$ cat src/rtl/rmm_pkg.sv
package rmm_pkg;

  // field widths
  localparam int MASS_W     = 32;
  localparam int TOL_W      = 16;
  localparam int THR_W      = 25;
  localparam int KIND_W     = 2;
  localparam int IDX_W      = 5;
  localparam int TBL_W      = 24;
  localparam int SUM_W      = TBL_W + 1;
  localparam int CFG_IDX_W  = 2;
  localparam int CFG_DATA_W = THR_W;

  // table sizes and result cap
  localparam int MAX_MATCHES   = 64;
  localparam int RESIDUE_COUNT = 21;
  localparam int SINGLE_COUNT  = 19;
  localparam int FMET_INDEX    = 18;
  localparam int CNT_W         = $clog2(MAX_MATCHES + 1);

  // result kinds
  localparam logic [KIND_W-1:0] KIND_SINGLE = 2'd0;
  localparam logic [KIND_W-1:0] KIND_PAIR   = 2'd1;
  localparam logic [KIND_W-1:0] KIND_NONE   = 2'd2;

  // register indexes
  localparam logic [CFG_IDX_W-1:0] REG_TOLERANCE = 2'd0;
  localparam logic [CFG_IDX_W-1:0] REG_PAIR_THR  = 2'd1;

  // reset values
  localparam logic [TOL_W-1:0] TOL_RESET = 16'd32768;
  localparam logic [THR_W-1:0] THR_RESET = 25'd7208960;

  // controller to datapath commands
  typedef struct packed {
    logic load;
    logic single_step;
    logic pair_init;
    logic pair_step;
    logic flush;
  } rmm_cmd_t;

  // datapath to controller status
  typedef struct packed {
    logic single_end;
    logic pair_end;
    logic above_thr;
    logic slot_free;
  } rmm_stat_t;

  // single-residue table, Q8.16
  function automatic logic [TBL_W-1:0] single_mass(input logic [IDX_W-1:0] idx);
    logic [TBL_W-1:0] m;
    case (idx)
      5'd0:    m = 24'd3736958;
      5'd1:    m = 24'd4655488;
      5'd2:    m = 24'd5703731;
      5'd3:    m = 24'd6360450;
      5'd4:    m = 24'd6492547;
      5'd5:    m = 24'd6622261;
      5'd6:    m = 24'd6750810;
      5'd7:    m = 24'd7411077;
      5'd8:    m = 24'd7473917;
      5'd9:    m = 24'd7538406;
      5'd10:   m = 24'd8392447;
      5'd11:   m = 24'd8456935;
      5'd12:   m = 24'd8587870;
      5'd13:   m = 24'd8982293;
      5'd14:   m = 24'd9638275;
      5'd15:   m = 24'd10230242;
      5'd16:   m = 24'd10686518;
      5'd17:   m = 24'd12194894;
      5'd18:   m = 24'd10423539;
      default: m = '0;
    endcase
    return m;
  endfunction

  // residue table used for pairs, Q8.16
  function automatic logic [TBL_W-1:0] residue_mass(input logic [IDX_W-1:0] idx);
    logic [TBL_W-1:0] m;
    case (idx)
      5'd0:    m = 24'd3736958;
      5'd1:    m = 24'd4655488;
      5'd2:    m = 24'd5703731;
      5'd3:    m = 24'd6360450;
      5'd4:    m = 24'd6492547;
      5'd5:    m = 24'd6622261;
      5'd6:    m = 24'd6750810;
      5'd7:    m = 24'd7411077;
      5'd8:    m = 24'd7411077;
      5'd9:    m = 24'd7473917;
      5'd10:   m = 24'd7538406;
      5'd11:   m = 24'd8392447;
      5'd12:   m = 24'd8394831;
      5'd13:   m = 24'd8456935;
      5'd14:   m = 24'd8587870;
      5'd15:   m = 24'd8982293;
      5'd16:   m = 24'd9638275;
      5'd17:   m = 24'd10230242;
      5'd18:   m = 24'd10423539;
      5'd19:   m = 24'd10686518;
      5'd20:   m = 24'd12194894;
      default: m = '0;
    endcase
    return m;
  endfunction

endpackage

$ cat src/rtl/rmm_ifs.sv
// input channel: one mass per beat
interface rmm_in_if import rmm_pkg::*; ();
  logic              valid;
  logic              ready;
  logic [MASS_W-1:0] mass;
  modport source (output valid, output mass, input ready);
  modport sink (input valid, input mass, output ready);
endinterface

// result channel: one result per beat
interface rmm_out_if import rmm_pkg::*; ();
  logic              valid;
  logic              ready;
  logic [KIND_W-1:0] kind;
  logic [IDX_W-1:0]  first_index;
  logic [IDX_W-1:0]  second_index;
  logic              truncated;
  logic              last;
  modport source (output valid, output kind, output first_index, output second_index,
                  output truncated, output last, input ready);
  modport sink (input valid, input kind, input first_index, input second_index,
                input truncated, input last, output ready);
endinterface

// register write channel
interface rmm_cfg_if import rmm_pkg::*; ();
  logic                  valid;
  logic                  ready;
  logic [CFG_IDX_W-1:0]  index;
  logic [CFG_DATA_W-1:0] data;
  modport source (output valid, output index, output data, input ready);
  modport sink (input valid, input index, input data, output ready);
endinterface

$ cat src/rtl/rmm_ctrl.sv
module rmm_ctrl import rmm_pkg::*; (
  input  logic      clk,
  input  logic      rst_n,
  input  logic      in_valid,
  output logic      in_ready,
  input  rmm_stat_t stat,
  output rmm_cmd_t  cmd
);

  localparam logic [1:0] S_IDLE   = 2'd0;
  localparam logic [1:0] S_SINGLE = 2'd1;
  localparam logic [1:0] S_PAIR   = 2'd2;
  localparam logic [1:0] S_FLUSH  = 2'd3;

  logic [1:0] state_r;
  logic [1:0] state_nxt;

  assign in_ready = (state_r == S_IDLE);

  // sequencing of one mass
  always_comb begin
    state_nxt = state_r;
    cmd       = '0;
    case (state_r)
      S_IDLE: begin
        if (in_valid) begin
          cmd.load  = 1'b1;
          state_nxt = S_SINGLE;
        end
      end
      S_SINGLE: begin
        cmd.single_step = 1'b1;
        if (stat.single_end) begin
          if (stat.above_thr) begin
            cmd.pair_init = 1'b1;
            state_nxt     = S_PAIR;
          end else begin
            state_nxt = S_FLUSH;
          end
        end
      end
      S_PAIR: begin
        if (stat.slot_free) begin
          cmd.pair_step = 1'b1;
          if (stat.pair_end) begin
            state_nxt = S_FLUSH;
          end
        end
      end
      S_FLUSH: begin
        if (stat.slot_free) begin
          cmd.flush = 1'b1;
          state_nxt = S_IDLE;
        end
      end
      default: state_nxt = S_IDLE;
    endcase
  end

  always_ff @(posedge clk) begin
    if (!rst_n) begin
      state_r <= S_IDLE;
    end else begin
      state_r <= state_nxt;
    end
  end

endmodule

$ cat src/rtl/rmm_dp.sv
module rmm_dp import rmm_pkg::*; (
  input  logic                  clk,
  input  logic                  rst_n,
  input  rmm_cmd_t              cmd,
  output rmm_stat_t             stat,
  input  logic [MASS_W-1:0]     in_mass,
  input  logic                  cfg_valid,
  input  logic [CFG_IDX_W-1:0]  cfg_index,
  input  logic [CFG_DATA_W-1:0] cfg_data,
  output logic                  out_valid,
  input  logic                  out_ready,
  output logic [KIND_W-1:0]     out_kind,
  output logic [IDX_W-1:0]      out_first_index,
  output logic [IDX_W-1:0]      out_second_index,
  output logic                  out_truncated,
  output logic                  out_last
);

  localparam logic [IDX_W-1:0] LAST_SINGLE  = IDX_W'(SINGLE_COUNT - 1);
  localparam logic [IDX_W-1:0] LAST_RESIDUE = IDX_W'(RESIDUE_COUNT - 1);
  localparam logic [IDX_W-1:0] FMET_IDX     = IDX_W'(FMET_INDEX);
  localparam logic [CNT_W-1:0] CAP          = CNT_W'(MAX_MATCHES);

  logic [TOL_W-1:0]  tol_r;
  logic [THR_W-1:0]  thr_r;
  logic [MASS_W-1:0] mass_r;
  logic [IDX_W-1:0]  i1_r, i1_nxt;
  logic [IDX_W-1:0]  i2_r, i2_nxt;
  logic              pend_valid_r;
  logic [KIND_W-1:0] pend_kind_r;
  logic [IDX_W-1:0]  pend_a_r;
  logic [IDX_W-1:0]  pend_b_r;
  logic [CNT_W-1:0]  cnt_r;
  logic              drop_r;
  logic              ov_r;
  logic [KIND_W-1:0] okind_r;
  logic [IDX_W-1:0]  ofirst_r;
  logic [IDX_W-1:0]  osecond_r;
  logic              otrunc_r;
  logic              olast_r;

  logic [SUM_W-1:0]  pair_sum;
  logic              single_hit;
  logic              pair_hit;
  logic              pair_rec;
  logic              push_pend;
  logic              slot_free;

  // open window test: centre - tol < mass < centre + tol
  function automatic logic in_win(input logic [MASS_W-1:0] m,
                                  input logic [SUM_W-1:0]  c,
                                  input logic [TOL_W-1:0]  t);
    logic [MASS_W:0] m_lo;
    logic [MASS_W:0] c_hi;
    m_lo = {1'b0, m} + {{(MASS_W+1-TOL_W){1'b0}}, t};
    c_hi = {{(MASS_W+1-SUM_W){1'b0}}, c} + {{(MASS_W+1-TOL_W){1'b0}}, t};
    return (m_lo > {{(MASS_W+1-SUM_W){1'b0}}, c}) && ({1'b0, m} < c_hi);
  endfunction

  // match evaluation for the current walk position
  assign pair_sum   = {1'b0, residue_mass(i1_r)} + {1'b0, residue_mass(i2_r)};
  assign single_hit = in_win(mass_r, {1'b0, single_mass(i1_r)}, tol_r);
  assign pair_hit   = in_win(mass_r, pair_sum, tol_r) &&
                      !((i1_r == FMET_IDX) && (i2_r == FMET_IDX));
  assign pair_rec   = cmd.pair_step && pair_hit && (cnt_r < CAP);
  assign push_pend  = pair_rec && pend_valid_r;
  assign slot_free  = !ov_r || out_ready;

  assign stat.single_end = (i1_r == LAST_SINGLE);
  assign stat.pair_end   = (i1_r == LAST_RESIDUE) && (i2_r == LAST_RESIDUE);
  assign stat.above_thr  = (mass_r > {{(MASS_W-THR_W){1'b0}}, thr_r});
  assign stat.slot_free  = slot_free;

  // walk indices
  always_comb begin
    i1_nxt = i1_r;
    i2_nxt = i2_r;
    if (cmd.load || cmd.pair_init) begin
      i1_nxt = '0;
      i2_nxt = '0;
    end else if (cmd.single_step) begin
      i1_nxt = i1_r + 1'b1;
    end else if (cmd.pair_step) begin
      if (i2_r == LAST_RESIDUE) begin
        i1_nxt = i1_r + 1'b1;
        i2_nxt = i1_r + 1'b1;
      end else begin
        i2_nxt = i2_r + 1'b1;
      end
    end
  end

  // payload registers
  always_ff @(posedge clk) begin
    i1_r <= i1_nxt;
    i2_r <= i2_nxt;
    if (cmd.load) begin
      mass_r <= in_mass;
    end
    if (cmd.single_step && single_hit) begin
      pend_kind_r <= KIND_SINGLE;
      pend_a_r    <= i1_r;
      pend_b_r    <= '0;
    end else if (pair_rec) begin
      pend_kind_r <= KIND_PAIR;
      pend_a_r    <= i1_r;
      pend_b_r    <= i2_r;
    end
    // result register load
    if (push_pend) begin
      okind_r   <= pend_kind_r;
      ofirst_r  <= pend_a_r;
      osecond_r <= pend_b_r;
      otrunc_r  <= 1'b0;
      olast_r   <= 1'b0;
    end else if (cmd.flush) begin
      okind_r   <= pend_valid_r ? pend_kind_r : KIND_NONE;
      ofirst_r  <= pend_valid_r ? pend_a_r : '0;
      osecond_r <= pend_valid_r ? pend_b_r : '0;
      otrunc_r  <= drop_r;
      olast_r   <= 1'b1;
    end
  end

  // control registers and configuration
  always_ff @(posedge clk) begin
    if (!rst_n) begin
      tol_r        <= TOL_RESET;
      thr_r        <= THR_RESET;
      pend_valid_r <= 1'b0;
      cnt_r        <= '0;
      drop_r       <= 1'b0;
      ov_r         <= 1'b0;
    end else begin
      if (cfg_valid && (cfg_index == REG_TOLERANCE)) begin
        tol_r <= cfg_data[TOL_W-1:0];
      end
      if (cfg_valid && (cfg_index == REG_PAIR_THR)) begin
        thr_r <= cfg_data[THR_W-1:0];
      end
      if (cmd.load) begin
        pend_valid_r <= 1'b0;
        cnt_r        <= '0;
        drop_r       <= 1'b0;
      end else if (cmd.single_step && single_hit) begin
        pend_valid_r <= 1'b1;
        cnt_r        <= CNT_W'(1);
      end else if (pair_rec) begin
        pend_valid_r <= 1'b1;
        cnt_r        <= cnt_r + 1'b1;
      end else if (cmd.pair_step && pair_hit) begin
        drop_r <= 1'b1;
      end
      if (push_pend || cmd.flush) begin
        ov_r <= 1'b1;
      end else if (out_ready) begin
        ov_r <= 1'b0;
      end
    end
  end

  assign out_valid        = ov_r;
  assign out_kind         = okind_r;
  assign out_first_index  = ofirst_r;
  assign out_second_index = osecond_r;
  assign out_truncated    = otrunc_r;
  assign out_last         = olast_r;

endmodule

$ cat src/rtl/residue_mass_matcher_unit.sv
// channel   dir  beat contents
// in_ch     in   mass (Q16.16)
// out_ch    out  kind, first_index, second_index, truncated, last
// cfg_ch    in   index, data (0 tolerance, 1 pair_threshold)
//
// one mass at a time: an accept step, a walk of the single table, then a walk
// of the residue pairs when mass is above pair_threshold, then a final step
// that emits the last beat; the walk tests one entry or one pair a cycle
// the pair walk pauses while a result sits unaccepted in the output register
// rst_n is synchronous: registers return to 0.5 and 110.0, channels go idle
// register writes are taken in any cycle (cfg_ch.ready is always high)
module residue_mass_matcher_unit import rmm_pkg::*; (
  input  logic  clk,
  input  logic  rst_n,
  rmm_in_if.sink    in_ch,
  rmm_out_if.source out_ch,
  rmm_cfg_if.sink   cfg_ch
);

  rmm_cmd_t  cmd;
  rmm_stat_t stat;
  logic      in_ready;

  assign in_ch.ready  = in_ready;
  assign cfg_ch.ready = 1'b1;

  // sequencer
  rmm_ctrl u_ctrl (
    .clk      (clk),
    .rst_n    (rst_n),
    .in_valid (in_ch.valid),
    .in_ready (in_ready),
    .stat     (stat),
    .cmd      (cmd)
  );

  // tables, comparator and result registers
  rmm_dp u_dp (
    .clk              (clk),
    .rst_n            (rst_n),
    .cmd              (cmd),
    .stat             (stat),
    .in_mass          (in_ch.mass),
    .cfg_valid        (cfg_ch.valid),
    .cfg_index        (cfg_ch.index),
    .cfg_data         (cfg_ch.data),
    .out_valid        (out_ch.valid),
    .out_ready        (out_ch.ready),
    .out_kind         (out_ch.kind),
    .out_first_index  (out_ch.first_index),
    .out_second_index (out_ch.second_index),
    .out_truncated    (out_ch.truncated),
    .out_last         (out_ch.last)
  );

endmodule

$ cat src/flat_wrapper.sv
// flat-port wrapper written by rule: the top's interface ports become plain ports
module residue_mass_matcher_unit_flat import rmm_pkg::*;
  (clk, rst_n, in_ch_valid, in_ch_mass, in_ch_ready, out_ch_valid, out_ch_kind, out_ch_first_index, out_ch_second_index, out_ch_truncated, out_ch_last, out_ch_ready, cfg_ch_valid, cfg_ch_index, cfg_ch_data, cfg_ch_ready);
  rmm_in_if in_ch_i ();
  rmm_out_if out_ch_i ();
  rmm_cfg_if cfg_ch_i ();
  input  logic clk;
  input  logic rst_n;
  input wire logic [$bits(in_ch_i.valid)-1:0] in_ch_valid;
  input wire logic [$bits(in_ch_i.mass)-1:0] in_ch_mass;
  output wire logic [$bits(in_ch_i.ready)-1:0] in_ch_ready;
  output wire logic [$bits(out_ch_i.valid)-1:0] out_ch_valid;
  output wire logic [$bits(out_ch_i.kind)-1:0] out_ch_kind;
  output wire logic [$bits(out_ch_i.first_index)-1:0] out_ch_first_index;
  output wire logic [$bits(out_ch_i.second_index)-1:0] out_ch_second_index;
  output wire logic [$bits(out_ch_i.truncated)-1:0] out_ch_truncated;
  output wire logic [$bits(out_ch_i.last)-1:0] out_ch_last;
  input wire logic [$bits(out_ch_i.ready)-1:0] out_ch_ready;
  input wire logic [$bits(cfg_ch_i.valid)-1:0] cfg_ch_valid;
  input wire logic [$bits(cfg_ch_i.index)-1:0] cfg_ch_index;
  input wire logic [$bits(cfg_ch_i.data)-1:0] cfg_ch_data;
  output wire logic [$bits(cfg_ch_i.ready)-1:0] cfg_ch_ready;
  assign in_ch_i.valid = in_ch_valid;
  assign in_ch_i.mass = in_ch_mass;
  assign in_ch_ready = in_ch_i.ready;
  assign out_ch_valid = out_ch_i.valid;
  assign out_ch_kind = out_ch_i.kind;
  assign out_ch_first_index = out_ch_i.first_index;
  assign out_ch_second_index = out_ch_i.second_index;
  assign out_ch_truncated = out_ch_i.truncated;
  assign out_ch_last = out_ch_i.last;
  assign out_ch_i.ready = out_ch_ready;
  assign cfg_ch_i.valid = cfg_ch_valid;
  assign cfg_ch_i.index = cfg_ch_index;
  assign cfg_ch_i.data = cfg_ch_data;
  assign cfg_ch_ready = cfg_ch_i.ready;
  residue_mass_matcher_unit u_core (.clk(clk), .rst_n(rst_n), .in_ch(in_ch_i), .out_ch(out_ch_i), .cfg_ch(cfg_ch_i));
endmodule
$ cat config.mk
export PLATFORM = sky130hd
export DESIGN_NAME = residue_mass_matcher_unit_flat
export DESIGN_NICKNAME = d
export VERILOG_FILES = /design/src/rtl/rmm_pkg.sv /design/src/rtl/rmm_ifs.sv /design/src/rtl/rmm_ctrl.sv /design/src/rtl/rmm_dp.sv /design/src/rtl/residue_mass_matcher_unit.sv /design/src/flat_wrapper.sv
export SDC_FILE = /design/constraint.sdc
export NUM_CORES = 1
export LEC_CHECK = 0
export ABC_AREA = 0
export BUFFER_PORTS_ARGS = -buffer_cell sky130_fd_sc_hd__buf_2
export CORE_MARGIN = 2
export CORE_UTILIZATION = 30
export CTS_CLUSTER_DIAMETER = 50
export DETAILED_ROUTE_END_ITERATION = 10
export SYNTH_ARGS = -nofsm -noshare
export SYNTH_HDL_FRONTEND = slang
export SYNTH_SLANG_ARGS = --single-unit
export TNS_END_PERCENT = 30
$ cat constraint.sdc
create_clock -name clk -period 7.56 [get_ports clk]
set_clock_uncertainty 0.1 [all_clocks]
set_input_delay 1.512 -clock clk [delete_from_list [all_inputs] [get_ports clk]]
set_output_delay 1.512 -clock clk [all_outputs]
set_load 0.02 [all_outputs]
==> out/qor.yml, run 1 <==
wl_met1_microns: 20200
crit_type: "reg2reg"
fp-row-count: 79
grt_pass1_wl_microns: 70800
synth.distinct_cells: 78
p_leak_nw: 6.84
core_area_sq_um: 46700
ios: 81
final_util: 0.342
start_util: 0.305
syn_area_sq_um: 14200
first_iter_violations: 1507
cp_slowest_cell: "a31oi_1"
viasPerCell: 5.56
synth_nets: 2002
min_period_ps: 6890
dr_wl_met2_microns: 21300
wl_met3_microns: 2430
routed_wl_microns: 45300
synth_area_leaders: "dfxtp_1 19%, ha_1 19%, edfxtp_1 10%, a21oi_1 5.9%, nand2_1 5.1%"
end_kind: "flop"
synth_ff_type: "dfxtp_1"
fin_nets: 2057
netlist_instances: 1722
slew-limit-headroom: 0.276
drive_gt1_frac: 0.0883
grt_overflow: 0
worstSetupStartpointType: "flop"
num_antenna_cells: 0
vias: 13300
r2r_setup_slack_ps: 670
crit_path_frequent_cell: "ha_1"
detail-route-antenna-nets: 0
worstReg2RegEnd: "u_core.u_dp.pend_a_r[0]"
nFillCells: 4808
die-area_sq_um: 49200
clk_pin_slew_ps: 80
grt_pass1_vias: 12900
cp_max_fo: 11
slowest_delay_ps: 520
drv_cap: 0
post-cts-setup-buffer-count: 0
die_h_microns: 222
die_w_microns: 222
area_delta_synth_final_pct: 12.1
clock_latency_ps: 470
powerDensity_nw_per_um2: 347
hpwl_microns: 35100
synthTopCellsByCount: "211 x ha_1, 194 x nand2_1, 168 x a21oi_1"
ff2ff_path_depth: 28
worst_pin_slew_ps: 1090
cts_hold_buf: 0
top_layer: "met4"
violations: "DRC"
status: "complete, but fails checks"
drtPass1Iterations: 10
clock_path_buffers: 2
wl_per_cell_microns: 18.9
fmax_mhz: 145
setup_violations: 0
cts_tree: "yes"
io_buffers: 79
cts.sinks: 183
drc: 8
vdd_ir_drop_max_mv: 0.203
grt_use_total: 0.182
min_path_type: "reg2reg"
cts-root-buf: "clkbuf_16"
async_flop_share: 0
grt_max_degree: 43
ys_ff_latch: 183
gp_congestion: 0.951
grt_setup_unrepaired: "false"
worst_hold_slack_ps: 358
slew_violations: 0
ctsHtreeMaxLevel: 4
cp.required_ps: 7650
worst-endpoint-arrival_ps: 6980
synth_edf_count: 49
tns_ps: 0
synth_top_area_cell: "dfxtp_1"
antenna_found_initial: 0
yosysMostFrequentCell: "ha_1"
finalCritPeriodShare: 0.911
final-hold-violation-count: 0
yosys_warnings: 0
yosysSeqAreaShare: 0.292
cts_buffers: 17
syn_avg_cell_area_sq_um: 8.27
crit_end: "u_core.u_dp.pend_a_r[0]"
synth_top_area_share: 0.188
-- kinds of logic after synthesis --
group | Yosys count | share of synthesized area
buf+inv | 176 | 0.0473
mux | 11 | 0.00774
xor+xnor | 91 | 0.0560
other cells | 1 | 0.000263
flops | 183 | 0.292
compound gates | 514 | 0.229
simple gates | 530 | 0.175
fa+ha+maj | 216 | 0.193
-- metal layers --
layer | GRT usage | up-vias
met1 | 0.232 | 6387
met2 | 0.313 | 470
met5 | 0 | -
li1 | - | 6383
met4 | 0.0636 | 0
met3 | 0.0248 | 99
-- through the flow --
stage | cells | instance area, sq um | setup WS, ps | power [mW]
after floorplan | 1722 | 14200 | 1290 | 3.58
after global placement | 2365 | 15300 | 244 | 4.47
after detailed placement | 2365 | 15300 | 57.2 | 4.52
after CTS | 2397 | 15900 | 6.20 | 5.52
after global routing | 2397 | 16000 | 110 | 6.00
final | 2397 | 16000 | 674 | 5.54
-- cell type report --
type,count,area [sq um],area share
multi-input combinational,1363,9450,0.592
sequential,183,4150,0.260
tap,607,759,0.0476
timing repair buffer,96,523,0.0328
inverter,116,435,0.0273
clock buffer,17,425,0.0267
clock inverter,15,213,0.0133
-- critical path: cells and delay by family, from the launching register on --
family	cells	cell delay, ps
flops	1	320
compound gates	10	2170
fa+ha+maj	4	1060
simple gates	11	2520
xor+xnor	2	350
buf+inv	1	70
-- report_power, final --
| group | internal (mW) | total [mW] | switching, mW | leakage, nW |
|---|---|---|---|---|
| Clock | 0.487 | 0.968 | 0.482 | 0.309 |
| Combinational | 1.22 | 3.16 | 1.94 | 4.98 |
| Sequential | 1.21 | 1.42 | 0.210 | 1.56 |
-- layout by cell type, fill, tap and decap left out, types with 37 or more instances in the layout --
cell type,synthesis,final
ha_1,211,211
nand2_1,194,193
a21oi_1,168,167
dfxtp_1,134,134
inv_1,115,115
nor2_1,112,112
o21ai_0,104,104
buf_2,4,79
xnor2_1,57,56
nand3_1,52,52
edfxtp_1,49,49
a21o_1,46,46
nor3_1,37,37
-- worst min-delay path by stage --
stage	depth (start not counted)	slack (ps)	to	startpoint
after floorplan	0	310	u_core.u_dp.pend_a_r[2]	u_core.u_dp.i1_r[2]
after global placement	2	340	u_core.u_dp.thr_r[5]	u_core.u_dp.thr_r[5]
after detailed placement	2	350	u_core.u_dp.thr_r[11]	u_core.u_dp.thr_r[11]
after CTS	2	360	u_core.u_dp.thr_r[11]	u_core.u_dp.thr_r[11]
after global routing	2	370	u_core.u_dp.thr_r[14]	u_core.u_dp.thr_r[14]
final	2	360	u_core.u_dp.thr_r[10]	u_core.u_dp.thr_r[10]
-- repair_timing --
action,CTS,global route
setup endpoints to repair,0,33
gates resized for setup,0,6
endpoints found under the hold margin,0,0
Power figures use the tool's default switching activity.
==> inputs of run 2 (changes only) <==
- ABC_AREA: 0 -> 1
- SKIP_LAST_GASP: default -> 1
==> run 2 against run 1 <==
The flow now finishes without violations. Area after synthesis is 4.7% higher. Via count is 3.1% higher. Clock-buffer cell count stayed put. Critical path depth is 1 higher. Power is 7.7% higher. Sequential share of layout area is 1.1 points lower. Largest cell class unchanged.
==> out/qor.yml, run 2 <==
io_buffers: 79
p_clk_frac: 0.165
die_h_microns: 227
post-cts-setup-buffer-count: 0
grt_pass1_wl_microns: 71000
antenna_found_initial: 0
ctsHtreeMaxLevel: 4
switching_share: 0.499
synth_edf_count: 49
worst-endpoint-arrival_ps: 5840
drv_cap: 0
tns_ps: 0
drc: 0
final-hold-violation-count: 0
worst_hold_slack_ps: 361
ff2ff_path_depth: 29
cp.required_ps: 7560
die-area_sq_um: 51500
drtPass1Iterations: 7
synth.distinct_cells: 56
die_w_microns: 227
fin_nets: 2404
fmax_mhz: 171
vias: 13700
cts-root-buf: "clkbuf_16"
clk_pin_slew_ps: 80
clock_path_buffers: 2
pwr-share-seq: 0.241
final_common_cell: "nand2_1"
multi_input_area_sq_um: 9420
end_kind: "flop"
cts_buffers: 17
core_area_sq_um: 49000
crit_type: "reg2reg"
cts_resized: 0
synth_area_leaders: "dfxtp_1 18%, ha_1 18%, nand2_1 12%, edfxtp_1 9.9%, inv_1 7.3%"
cts.sinks: 183
num_antenna_cells: 0
p_int_mw: 2.99
syn_area_sq_um: 14900
syn_avg_cell_area_sq_um: 7.28
slew-limit-headroom: 0.309
vdd_ir_drop_max_mv: 0.199
first_iter_violations: 873
cp_max_fo: 12
area_delta_synth_final_pct: 11.7
synth_nets: 2327
hold_depth: 2
grt_pass1_vias: 13400
grt_max_degree: 44
wl_per_cell_microns: 16.2
setup_violations: 0
nFillCells: 5179
regArea_sq_um: 4150
yosys_warnings: 0
p_sw_mw: 2.98
grt_use_total: 0.180
yosysSeqAreaShare: 0.279
status: "completed"
worst_pin_slew_ps: 1030
synth_ff_type: "dfxtp_1"
async_flop_share: 0
netlist_instances: 2047
powerDensity_nw_per_um2: 359
drive_gt1_frac: 0.102
hpwl_microns: 37600
grt_setup_unrepaired: "false"
crit_path_frequent_cell: "a21oi_1"
min_path_type: "reg2reg"
cts_hold_buf: 0
cts_tree: "yes"
clock_latency_ps: 480
grt_overflow: 0
min_period_ps: 5840
p_leak_nw: 8.06
final_util: 0.340
worstSetupStartpointType: "flop"
slew_violations: 0
routed_wl_microns: 45400
ios: 81
yosysMostFrequentCell: "nand2_1"
layout_common_cells: "482 x nand2_1, 289 x inv_1, 211 x ha_1"
finalCritPeriodShare: 0.773
pwr-share-comb: 0.594
ys_ff_latch: 183
synth_top_area_cell: "dfxtp_1"
gp_congestion: 0.943
cp_slowest_cell: "o21ai_1"
detail-route-antenna-nets: 0
viasPerCell: 4.91
slowest_delay_ps: 590
fp-row-count: 81
synthTopCellsByCount: "482 x nand2_1, 289 x inv_1, 211 x ha_1"
start_util: 0.304
synth_top_area_share: 0.180
run 2: cell types whose count changed after synthesis, sizes merged, moves of 28 or more:
cell	change
xor2	+28
xnor2	-35
nand2	+307
a21o	-42
nand3	+93
nor2	+50
clkbuf	-37
inv	+195
run 2: worst paths after layout:
path | startpoint | end | slack [ps]
worst max register to register | flop | u_core.u_dp.out_first_index[1] | 1720
worst max-delay path | flop | u_core.u_dp.out_first_index[1] | 1720
worst min-delay path | u_core.u_dp.thr_r[4] | u_core.u_dp.thr_r[4] | 360
worst min register to register | u_core.u_dp.thr_r[4] | u_core.u_dp.thr_r[4] | 360
run 2: critical path: cells and delay by family, from the launching register on:
family | cells | cell delay, ps
AO/OA/AOI/OAI | 15 | 2760
buffers and inverters | 4 | 280
XOR/XNOR | 2 | 320
AND/OR/NAND/NOR | 4 | 490
flip-flops | 1 | 320
adder cells (fa/ha/maj) | 4 | 1190
run 2: cell type report:
cell class,instances,share of cell area
clock inverters,15,0.0135
multi-input cells,1528,0.566
flip-flops and latches,183,0.250
repair buffers,83,0.0256
clock buffers,17,0.0256
inverters,311,0.0701
well taps,664,0.0499
run 2: logic make-up (layout without fill, tap and decap cells):
family,Yosys count,count (layout),share of synthesized area
AO/OA/AOI/OAI,322,322,0.120
adder cells (fa/ha/maj),216,216,0.184
XOR/XNOR,84,84,0.0494
flip-flops,183,183,0.279
AND/OR/NAND/NOR,905,905,0.278
other,1,1,0.000252
buffers and inverters,336,426,0.0888
run 2: per-layer routing:
metal	global-route usage	share of wire	vias to the layer above	wire length, microns
met5	0	0	-	0
met4	0.0679	0.030	0	1380
met3	0.0258	0.044	70	2010
met2	0.295	0.45	336	20600
met1	0.239	0.47	6424	21500
li1	-	-	6919	-
run 2: per-stage QoR:
stage | instance area, sq um | total power, mW | setup WS (ps) | cells
floorplan | 14900 | 3.98 | 2470 | 2047
CTS | 16600 | 5.99 | 1710 | 2801
global route | 16600 | 6.54 | 1080 | 2801
global placement | 16000 | 4.89 | 1820 | 2769
finish | 16600 | 5.97 | 1720 | 2801
detailed placement | 16000 | 4.98 | 1690 | 2769
run 2: power by group through the flow:
stage / clock [mW] / combinational [mW] / sequential, mW
3_5_place_dp: 0 / 3.53 / 1.45
5_1_grt: 1.04 / 4.04 / 1.46
3_3_place_gp: 0 / 3.44 / 1.45
2_1_floorplan: 0 / 2.61 / 1.37
6_report: 0.984 / 3.55 / 1.44
4_1_cts: 1.01 / 3.55 / 1.43
